File: src/assert_macros.svh
// Assertion macros used by the statistics unit.
`ifndef ASSERT_MACROS_SVH
`define ASSERT_MACROS_SVH
// Implication checked on every clock edge outside reset.
`define ASSERT_IMPL(label, clk, rstn, ante, cons, msg) \
    label: assert property (@(posedge clk) disable iff (!rstn) (ante) |-> (cons)) \
        else $error(msg);
// Next-cycle implication checked outside reset.
`define ASSERT_NEXT(label, clk, rstn, ante, cons, msg) \
    label: assert property (@(posedge clk) disable iff (!rstn) (ante) |=> (cons)) \
        else $error(msg);
`endif

File: src/rmvs_pkg.sv
// ----------------------------------------------------------------------------
// rmvs_pkg
// Widths and codes for the running mean and variance statistics unit.
// ----------------------------------------------------------------------------
package rmvs_pkg;
    localparam int FRAC_BITS = 16;
    localparam int CNT_W     = 32;
    localparam int VAL_W     = 32;
    localparam int SQ_W      = 64;
    localparam int BUSY_W    = 48;
    localparam int UTIL_W    = 17;
    localparam logic MODE_SAMPLE = 1'b0;
    localparam logic MODE_BUSY   = 1'b1;
endpackage

File: src/running_mean_variance_stats.sv
// A sample passes through the 32-step mean division, the mean update, the
// product and the 64-step variance division; a busy increment starts at the
// variance division. Both then take a 32-step root and a 64-step utilization
// division before the result is offered; the block takes one item at a time.
// Input and configuration are not ready until the result has been taken.
// Reset (synchronous, active low) clears all statistics and the register.
// ----------------------------------------------------------------------------
// running_mean_variance_stats
// Welford online mean and variance with utilization, one shared serial unit.
// ----------------------------------------------------------------------------
`include "assert_macros.svh"
module running_mean_variance_stats (
    input  logic        aclk,
    input  logic        aresetn,
    input  logic        cfg_valid,
    output logic        cfg_ready,
    input  logic [47:0] cfg_data,
    input  logic        s_tvalid,
    output logic        s_tready,
    input  logic [31:0] s_tdata,   // value[31:0]
    input  logic        s_tuser,   // mode[0]
    output logic        m_tvalid,
    input  logic        m_tready,
    // sample_total[31:0], mean_out[63:32], stddev_out[95:64],
    // utilization_out[112:96]
    output logic [119:0] m_tdata
);
    typedef enum logic [3:0] {
        ST_IDLE, ST_MDIV, ST_MUPD, ST_PROD, ST_VDIV, ST_SQRT,
        ST_UDIV, ST_OUT
    } state_t;

    state_t state_reg;
    logic [47:0] total_reg;
    logic [31:0] count_reg, mean_reg, x_reg, d1_reg, sd_reg;
    logic [63:0] m2_reg;
    logic [47:0] busy_reg;
    logic        neg_reg;
    logic [63:0] num_reg, quo_reg, rem_reg, div_reg;
    logic [6:0]  step_reg;
    logic [63:0] rt_x_reg, rt_res_reg;
    logic [16:0] util_reg;

    logic [16:0] util_one;
    assign util_one = 17'd1 << rmvs_pkg::FRAC_BITS;

    // Shared restoring divider step.
    logic [64:0] rem_sh;
    logic        ge;
    assign rem_sh = {rem_reg, num_reg[63]};
    assign ge     = rem_sh >= {1'b0, div_reg};

    logic [31:0] cnt_inc;
    assign cnt_inc = (count_reg == 32'hFFFF_FFFF) ? count_reg : count_reg + 32'd1;

    logic [31:0] mean_new, d2;
    assign mean_new = neg_reg ? mean_reg - quo_reg[31:0] : mean_reg + quo_reg[31:0];
    assign d2 = neg_reg ? mean_new - x_reg : x_reg - mean_new;

    // x_reg holds the second deviation when the product is taken.
    logic [63:0] prod, m2_sum;
    logic        m2_ovf;
    assign prod = {32'd0, d1_reg} * {32'd0, x_reg};
    assign {m2_ovf, m2_sum} = {1'b0, m2_reg} + {1'b0, prod};

    // Square root bit pair step; step_reg counts 32 iterations.
    logic [63:0] rt_bit, rt_sum;
    assign rt_bit = 64'd1 << {step_reg[4:0], 1'b0};
    assign rt_sum = rt_res_reg + rt_bit;

    logic [48:0] busy_sum;
    assign busy_sum = {1'b0, busy_reg} + {17'd0, s_tdata};

    assign s_tready  = (state_reg == ST_IDLE);
    assign cfg_ready = (state_reg == ST_IDLE);
    assign m_tvalid  = (state_reg == ST_OUT);
    assign m_tdata   = {7'd0, util_reg, sd_reg,
                        (count_reg == 32'd0) ? 32'd0 : mean_reg, count_reg};

    always_ff @(posedge aclk) begin
        if (!aresetn) begin
            state_reg <= ST_IDLE;
            total_reg <= '0;
            count_reg <= '0;
            mean_reg  <= '0;
            m2_reg    <= '0;
            busy_reg  <= '0;
        end else begin
            unique case (state_reg)
                ST_IDLE: begin
                    if (cfg_valid) total_reg <= cfg_data;
                    if (s_tvalid) begin
                        x_reg <= s_tdata;
                        if (s_tuser == rmvs_pkg::MODE_SAMPLE) begin
                            count_reg <= cnt_inc;
                            neg_reg   <= s_tdata < mean_reg;
                            d1_reg    <= (s_tdata < mean_reg) ? mean_reg - s_tdata
                                                              : s_tdata - mean_reg;
                            num_reg   <= {(s_tdata < mean_reg) ? mean_reg - s_tdata
                                                               : s_tdata - mean_reg, 32'd0};
                            div_reg   <= {32'd0, cnt_inc};
                            rem_reg   <= '0;
                            quo_reg   <= '0;
                            step_reg  <= 7'd32;
                            state_reg <= ST_MDIV;
                        end else begin
                            busy_reg  <= busy_sum[48] ? 48'hFFFF_FFFF_FFFF : busy_sum[47:0];
                            state_reg <= ST_VDIV;
                            num_reg   <= m2_reg;
                            div_reg   <= {32'd0, count_reg - 32'd1};
                            rem_reg   <= '0;
                            quo_reg   <= '0;
                            step_reg  <= 7'd64;
                        end
                    end
                end
                ST_MDIV, ST_VDIV, ST_UDIV: begin
                    rem_reg  <= ge ? rem_sh[63:0] - div_reg : rem_sh[63:0];
                    quo_reg  <= {quo_reg[62:0], ge};
                    num_reg  <= {num_reg[62:0], 1'b0};
                    step_reg <= step_reg - 7'd1;
                    if (step_reg == 7'd1) begin
                        if (state_reg == ST_MDIV) state_reg <= ST_MUPD;
                        else if (state_reg == ST_VDIV) begin
                            rt_x_reg   <= {quo_reg[62:0], ge};
                            rt_res_reg <= '0;
                            step_reg   <= 7'd31;
                            state_reg  <= ST_SQRT;
                        end else begin
                            util_reg  <= {1'b0, quo_reg[14:0], ge};
                            state_reg <= ST_OUT;
                        end
                    end
                end
                ST_MUPD: begin
                    mean_reg  <= mean_new;
                    x_reg     <= d2;
                    state_reg <= ST_PROD;
                end
                ST_PROD: begin
                    m2_reg    <= m2_ovf ? 64'hFFFF_FFFF_FFFF_FFFF : m2_sum;
                    num_reg   <= m2_ovf ? 64'hFFFF_FFFF_FFFF_FFFF : m2_sum;
                    div_reg   <= {32'd0, count_reg - 32'd1};
                    rem_reg   <= '0;
                    quo_reg   <= '0;
                    step_reg  <= 7'd64;
                    state_reg <= ST_VDIV;
                end
                ST_SQRT: begin
                    if (rt_x_reg >= rt_sum) begin
                        rt_x_reg   <= rt_x_reg - rt_sum;
                        rt_res_reg <= (rt_res_reg >> 1) + rt_bit;
                    end else begin
                        rt_res_reg <= rt_res_reg >> 1;
                    end
                    step_reg <= step_reg - 7'd1;
                    if (step_reg == 7'd0) begin
                        state_reg <= ST_UDIV;
                        num_reg   <= 64'(busy_reg) << rmvs_pkg::FRAC_BITS;
                        div_reg   <= {16'd0, total_reg};
                        rem_reg   <= '0;
                        quo_reg   <= '0;
                        step_reg  <= 7'd48 + 7'(rmvs_pkg::FRAC_BITS);
                    end
                end
                ST_OUT: begin
                    if (m_tready) state_reg <= ST_IDLE;
                end
                default: state_reg <= ST_IDLE;
            endcase
            if (state_reg == ST_SQRT && step_reg == 7'd0) begin
                sd_reg <= (count_reg < 32'd2) ? 32'd0 :
                          ((rt_x_reg >= rt_sum) ? 32'((rt_res_reg >> 1) + rt_bit)
                                                : 32'(rt_res_reg >> 1));
            end
            if (state_reg == ST_UDIV && step_reg == 7'd1) begin
                if (total_reg == 48'd0) util_reg <= '0;
                else if (busy_reg >= total_reg) util_reg <= util_one;
            end
        end
    end

    `ASSERT_NEXT(a_out_hold, aclk, aresetn, m_tvalid && !m_tready, m_tvalid && $stable(m_tdata), "result lost")
    `ASSERT_IMPL(a_busy_block, aclk, aresetn, state_reg != ST_IDLE, !s_tready && !cfg_ready, "ready")
    `ASSERT_IMPL(a_util_range, aclk, aresetn, m_tvalid, m_tdata[112:96] <= util_one, "util above one")
endmodule

File: config.mk
export PLATFORM = sky130hd
export DESIGN_NAME = running_mean_variance_stats
export DESIGN_NICKNAME = d
export VERILOG_FILES = /design/src/rmvs_pkg.sv /design/src/running_mean_variance_stats.sv
export VERILOG_INCLUDE_DIRS = /design/src /design/src/src
export SDC_FILE = /design/constraint.sdc
export NUM_CORES = 2
export LEC_CHECK = 0
export ABC_AREA = 1
export BUFFER_PORTS_ARGS = -buffer_cell sky130_fd_sc_hd__buf_2
export CAP_MARGIN = 30
export CORE_AREA = 2 2 474 476
export DETAILED_ROUTE_END_ITERATION = 8
export DIE_AREA = 0 0 476 478
export SLEW_MARGIN = 25
export SYNTH_ARGS = -nofsm -noshare
export SYNTH_HDL_FRONTEND = slang
export SYNTH_SLANG_ARGS = --single-unit
File: constraint.sdc
create_clock -name aclk -period 19 [get_ports aclk]
set_input_delay 0 -clock aclk [delete_from_list [all_inputs] [get_ports aclk]]
set_output_delay 0 -clock aclk [all_outputs]
set_load 0.05 [all_outputs]
* After elaboration in Yosys (flattened, before gate mapping) *
Cells that the tools add are included.
Widths: inputs -> output; s select.

storage, ports and cells
  register bits = 732
  input bits = 86
  output and inout bits = 123

operators by class
  add/sub/neg operators = 15
  multipliers = 1
  order comparisons = 5
  equality and inequality tests = 16
  shift operators = 1
  multiplexer cells = 55
  bitwise logic cells = 1
  reductions and logical operators = 23

operators with widths
  kind                   count
  $mux 64                17
  $pmux 64 s4            2
  $mux 32                8
  $pmux 64 s2            2
  $pmux 63 s4            1
  $pmux 64 s3            1
  $sub 32x32->32         5
  $sub 64x64->64         2
  $mux 17                7
  $add 64x64->65         1
  $ge 65x64->1           1
  $add 63x64->64         1
  $add 64x64->64         1
  $ge 64x64->1           1
  $mul 32x32->64         1
  $pmux 32 s2            1
  $shl 1x6->64 const A   1
  $add 48x32->49         1
  $ge 48x48->1           1
  $logic_not 48->1       1
  $mux 48                1
  $mux 7                 6
  $add 32x1->32 const B  1
  $add 32x32->32         1
  other kinds (30)       52

* Depth between registers and ports, before layout *
  depth after elaboration = 8
  gate-level depth with buffers = 37
  mapped depth without buffers = 35

* Worst setup path before layout *
Ideal clock, no wire load.

  kind = reg2reg
  start = reg state_reg[1]
  end = reg num_reg[0], enable pin
  library setup time = 0.976 ns
  data arrival time = 14.280 ns
  data required time = 18.024 ns
  setup slack = 3.744 ns
  stages on the path, launching flop included = 11
  buffers on the path = 2
  clock period less this slack = 15.256 ns
  path through = dfxtp_1 buf_2 nand2_1 nor2_2 nor2_1 inv_1 clkbuf_1 nor2_1 nand2_1 inv_1 nor3_1

between the ends
  cells in the longest elaborated chain, start to end = 4
  elaborated cells between the ends (all ways) = 11
  those cells by class = 7 x eq/ne; 4 x reduce/logical

RTL lines
  item                                             RTL line                            text
  start, declared                                  running_mean_variance_stats.sv:33   state_t state_reg;
  start signal, assigned                           running_mean_variance_stats.sv:82   state_reg <= ST_IDLE;
  start signal, assigned                           running_mean_variance_stats.sv:105  state_reg <= ST_MDIV;
  start signal, assigned                           running_mean_variance_stats.sv:108  state_reg <= ST_VDIV;
  $eq 4x1->1 / $eq 4x3->1 (equally long branches)  running_mean_variance_stats.sv:89   unique case (state_reg)
  $reduce_or 3->1                                  running_mean_variance_stats.sv:89
  $reduce_bool 4->1 (no source line)               n/a
  $reduce_and 4->1 (no source line) *              n/a
  end signal, assigned                             running_mean_variance_stats.sv:99   num_reg <= {(s_tdata < mean_reg) ? mean_reg - s_tdata
  end signal, assigned                             running_mean_variance_stats.sv:109  num_reg <= m2_reg;
  end signal, assigned                             running_mean_variance_stats.sv:120  num_reg <= {num_reg[62:0], 1'b0};
  end, declared                                    running_mean_variance_stats.sv:39   logic [63:0] num_reg, quo_reg, rem_reg, div_reg;

Mark *: on every way between the ends. The rest lies on a longest branch, timed or not.
A chain may end at the register's enable or synchronous reset.

* Worst setup path after layout *
  start = reg d1_reg[21]
  end = reg num_reg[26] (data pin)

between the ends
  cells in the longest elaborated chain, start to end = 4

RTL lines
  item                    RTL line                            text
  start, declared         running_mean_variance_stats.sv:35   logic [31:0] count_reg, mean_reg, x_reg, d1_reg, sd_reg;
  start signal, assigned  running_mean_variance_stats.sv:97   d1_reg <= (s_tdata < mean_reg) ? mean_reg - s_tdata
  $mul 32x32->64          running_mean_variance_stats.sv:63   assign prod = {32'd0, d1_reg} * {32'd0, x_reg};
  $add 64x64->65          running_mean_variance_stats.sv:64   assign {m2_ovf, m2_sum} = {1'b0, m2_reg} + {1'b0, prod};
  $mux 64                 running_mean_variance_stats.sv:142  num_reg <= m2_ovf ? 64'hFFFF_FFFF_FFFF_FFFF : m2_sum;
  $pmux 64 s4             running_mean_variance_stats.sv:89
  end signal, assigned    running_mean_variance_stats.sv:99
  end signal, assigned    running_mean_variance_stats.sv:142
  end signal, assigned    running_mean_variance_stats.sv:159  num_reg <= 64'(busy_reg) << rmvs_pkg::FRAC_BITS;

Every way passes these cells.

==> results.txt <==
The final cycle utilization of the critical path came out at 44.4%. Summed over all layers, the routed wires come to 391 mm. The overall overflow remaining after global route came out at 0.

The post-synthesis cell type count came out at 64. The HPWL after detailed placement is 318 mm. The worst slew slack as a fraction of its limit came out at 18.0%. The area growth from synthesis to final layout is 8.66%. The initial cell density of the core is 44.6%. Cells with a size suffix above 1 make up 3.91% of the layout.

The fmax is 118 MHz. The worst hold path was traced through 4 stages. The number of global-route vias before repair was 92646. The CTS root buffer is sky130_fd_sc_hd__clkbuf_16.

Each instance of the synthesized netlist takes up on average 6.89 um^2. The number of cells after detailed placement came out at 17272. For this run, the register share of the synthesized area comes to 19.3%.

The total routing usage reported by global routing came out at 34.0%. For met3 alone, demand over resource in global routing was 4.66%. The share of synthesized registers carrying an async set or reset came out at 0%.

The number of buffers added by the clock tree synthesis step is 91. The clock net in this run drives a total of 715 sinks. The die boundary width is 476 um. Once detail routing completed, the nets flagged for antenna violations numbered 0.

The filler cells instantiated in the layout total 23263. The first TritonRoute pass finished after 8 iterations. In this run the post-CTS setup repair buffer count came out at 0.

The final count of hold timing violations was 0. 209 I/O pins were placed. The latest clock arrival within the worst-skew pair came out at 0.80 ns. The global routing stage identified its most utilized layer as met2. The standard cell core area is 0.223 mm^2. For this run, the slowest stage of the critical path takes 0.75 ns. The routing usage on met2 came out at 54.3%. The post-layout minimum cycle time came out at 8.44 ns. The number of max-slew violations in the final report is 0.

The type of the worst min-delay path is in -> reg. The gate count after technology mapping is 14442. The number of buffers on the longest clock path came out at 3.

Between clock sinks in the finished design, the worst skew comes to 0.105 ns. The site row count came out at 174. The total number of nets in the final design came out at 16250.

The count of state elements after synthesis is 715. In the routed design, unresolved DRC markers number 0. The routability congestion estimate is 1.04.

The routed via count divided by cell count is 5.37. The global routing usage on met1 came out at 44.8%. The library cell used most frequently in the layout, excluding fill and tap cells, is sky130_fd_sc_hd__nand2_1. The initial antenna violation count is 26. The number of buffer and inverter stages on the critical path is 7. In the layout the commonest cells are 3842 x sky130_fd_sc_hd__nand2_1, 3102 x sky130_fd_sc_hd__inv_1, 1320 x sky130_fd_sc_hd__nor2_1. The first routing iteration left 9606 violations. Across the whole layout, storage elements account for 0.0192 mm^2. Of all nets on the critical path, the largest fanout is 54.

The transition time at the pin with the least slew margin is 1.23 ns. Among cell families on the critical path, the largest total delay comes from adder cells. The number of gates on the worst path with buffers counted is 29. The largest net degree at the start of global routing came out at 148. The H-tree generated during clock tree synthesis spans 3 levels. The number of buffers added on ports came out at 201. Setup total negative slack on the finished layout was measured at 0 ns. Summing every instance area after synthesis gives 0.0995 mm^2. After clock tree synthesis, the clock-pin slew on the worst setup and hold paths is 0.06 ns. The finished layout holds 17602 standard cells, fillers aside.

The arrival time reported for the critical path endpoint came out at 8.86 ns. The nature of the critical path startpoint is a flip-flop. The number of maximum-capacitance constraint violations is 0. In the synthesized netlist the dominant register cell turns out to be sky130_fd_sc_hd__edfxtp_1. The flow ran to the end, and the final reports show no timing, DRC or antenna violations. Among all stages on the critical path, the largest delay is contributed by sky130_fd_sc_hd__edfxtp_1. TritonCTS built the clock tree.

The height of the die came out at 478 um. The count of synthesis-stage warnings from yosys came out at 0. The detailed-route via count came out at 94555. The setup-violating endpoint count in the final report came out at 0. The critical path in this run is classified as reg -> reg. The area of the die came out at 0.228 mm^2. Counting cells, the worst reg-to-reg path comes to 29.

The number of enable-type register cells in the synthesized netlist is 488. STA classifies the critical path endpoint as a flip-flop. The detail-routed net length per standard cell came out at 22.2 um.

The wire length of the first global-routing pass came out at 581 mm. The multi-input logic area came out at 0.0667 mm^2. Setup repair after global routing left no endpoint under its margin. Data on the critical path is required at its endpoint by 19.42 ns.
cells in the mapped netlist, types with 45 or more instances:
| cell type | count | area share, % |
|---|---|---|
| sky130_fd_sc_hd__xnor2_1 | 112 | 0.99 |
| sky130_fd_sc_hd__o211ai_1 | 52 | 0.39 |
| sky130_fd_sc_hd__xor2_1 | 251 | 2.2 |
| sky130_fd_sc_hd__o21bai_1 | 73 | 0.55 |
| sky130_fd_sc_hd__nand4_1 | 168 | 1.1 |
| sky130_fd_sc_hd__nor2_1 | 1325 | 5.0 |
| sky130_fd_sc_hd__o21ai_0 | 708 | 3.6 |
| sky130_fd_sc_hd__nor3_1 | 139 | 0.70 |
| sky130_fd_sc_hd__inv_1 | 3105 | 12 |
| sky130_fd_sc_hd__clkbuf_1 | 406 | 1.5 |
| sky130_fd_sc_hd__a21o_1 | 45 | 0.34 |
| sky130_fd_sc_hd__edfxtp_1 | 488 | 15 |
| sky130_fd_sc_hd__nor4_1 | 45 | 0.28 |
| sky130_fd_sc_hd__fa_1 | 969 | 19 |
| sky130_fd_sc_hd__a22oi_1 | 51 | 0.38 |
| sky130_fd_sc_hd__dfxtp_1 | 227 | 4.6 |
| sky130_fd_sc_hd__a21oi_1 | 874 | 4.4 |
| sky130_fd_sc_hd__nand3_1 | 517 | 2.6 |
| sky130_fd_sc_hd__nand2_1 | 3844 | 15 |
| sky130_fd_sc_hd__ha_1 | 672 | 8.5 |
worst paths after layout:
check                                 from             to  slack [ns]
worst min-delay path             cfg_valid  total_reg[21]        0.08
worst min register to register  m2_reg[11]     m2_reg[11]        0.47
worst max register to register  d1_reg[21]    num_reg[26]       10.56
worst max-delay path            d1_reg[21]    num_reg[26]       10.56
metal layers:
| layer | share of wire (%) | vias to the layer above |
|---|---|---|
| li1 | - | 44677 |
| met1 | 41 | 45243 |
| met2 | 45 | 3860 |
| met3 | 7.5 | 767 |
| met4 | 6.1 | 8 |
| met5 | 0.014 | - |
area by class of cell:
| class | count | share of cell area (%) |
|---|---|---|
| Antenna cell | 11 | 0.0255 |
| Clock buffer | 112 | 2.28 |
| Clock inverter | 57 | 0.724 |
| Inverter | 3128 | 10.9 |
| Multi-Input combinational cell | 10117 | 61.7 |
| Sequential cell | 715 | 17.8 |
| Tap cell | 2992 | 3.46 |
| Timing Repair Buffer | 470 | 3.19 |
what timing repair did:
action,in CTS,in global routing
hold endpoints to repair,158,0
resized for setup,0,0
hold buffers,149,0
endpoints found under the setup margin,0,0
stage by stage:
stage	hold slack, ns	area [um^2]	util, %	worst slack, ns
3_5_place_dp	0.293	103000	46.3	10.64
6_report	0.0803	108000	48.5	10.56
2_1_floorplan	0.112	99500	-	3.74
5_1_grt	0.0854	108000	48.4	10.08
4_1_cts	0.00778	108000	48.4	10.57
3_3_place_gp	0.289	103000	46.3	10.79
cells by family (layout without fill, tap and decap cells):
| kind of cell | count (synthesis) | after routing | share of synthesized area, % |
|---|---|---|---|
| AND/OR/NAND/NOR | 6150 | 6150 | 25.0 |
| buffers and inverters | 3616 | 3767 | 13.8 |
| AO/OA/AOI/OAI | 1953 | 1953 | 10.7 |
| adder cells (fa/ha/maj) | 1641 | 1641 | 27.9 |
| flip-flops | 715 | 715 | 19.3 |
| XOR/XNOR | 363 | 363 | 3.20 |
| multiplexers | 3 | 3 | 0.0302 |
| other | 1 | 18 | 0.00377 |
worst reg2reg max path, delay by kind of cell, from the launching register on:
| kind | cells | cell delay [ns] |
|---|---|---|
| fa+ha+maj | 9 | 4.41 |
| compound gates | 1 | 0.13 |
| simple gates | 12 | 1.97 |
| flops | 1 | 0.75 |
| buf+inv | 7 | 0.86 |
Power is not shown: default switching activity piles up to over one toggle a cycle in this logic, so the estimate is an artifact.
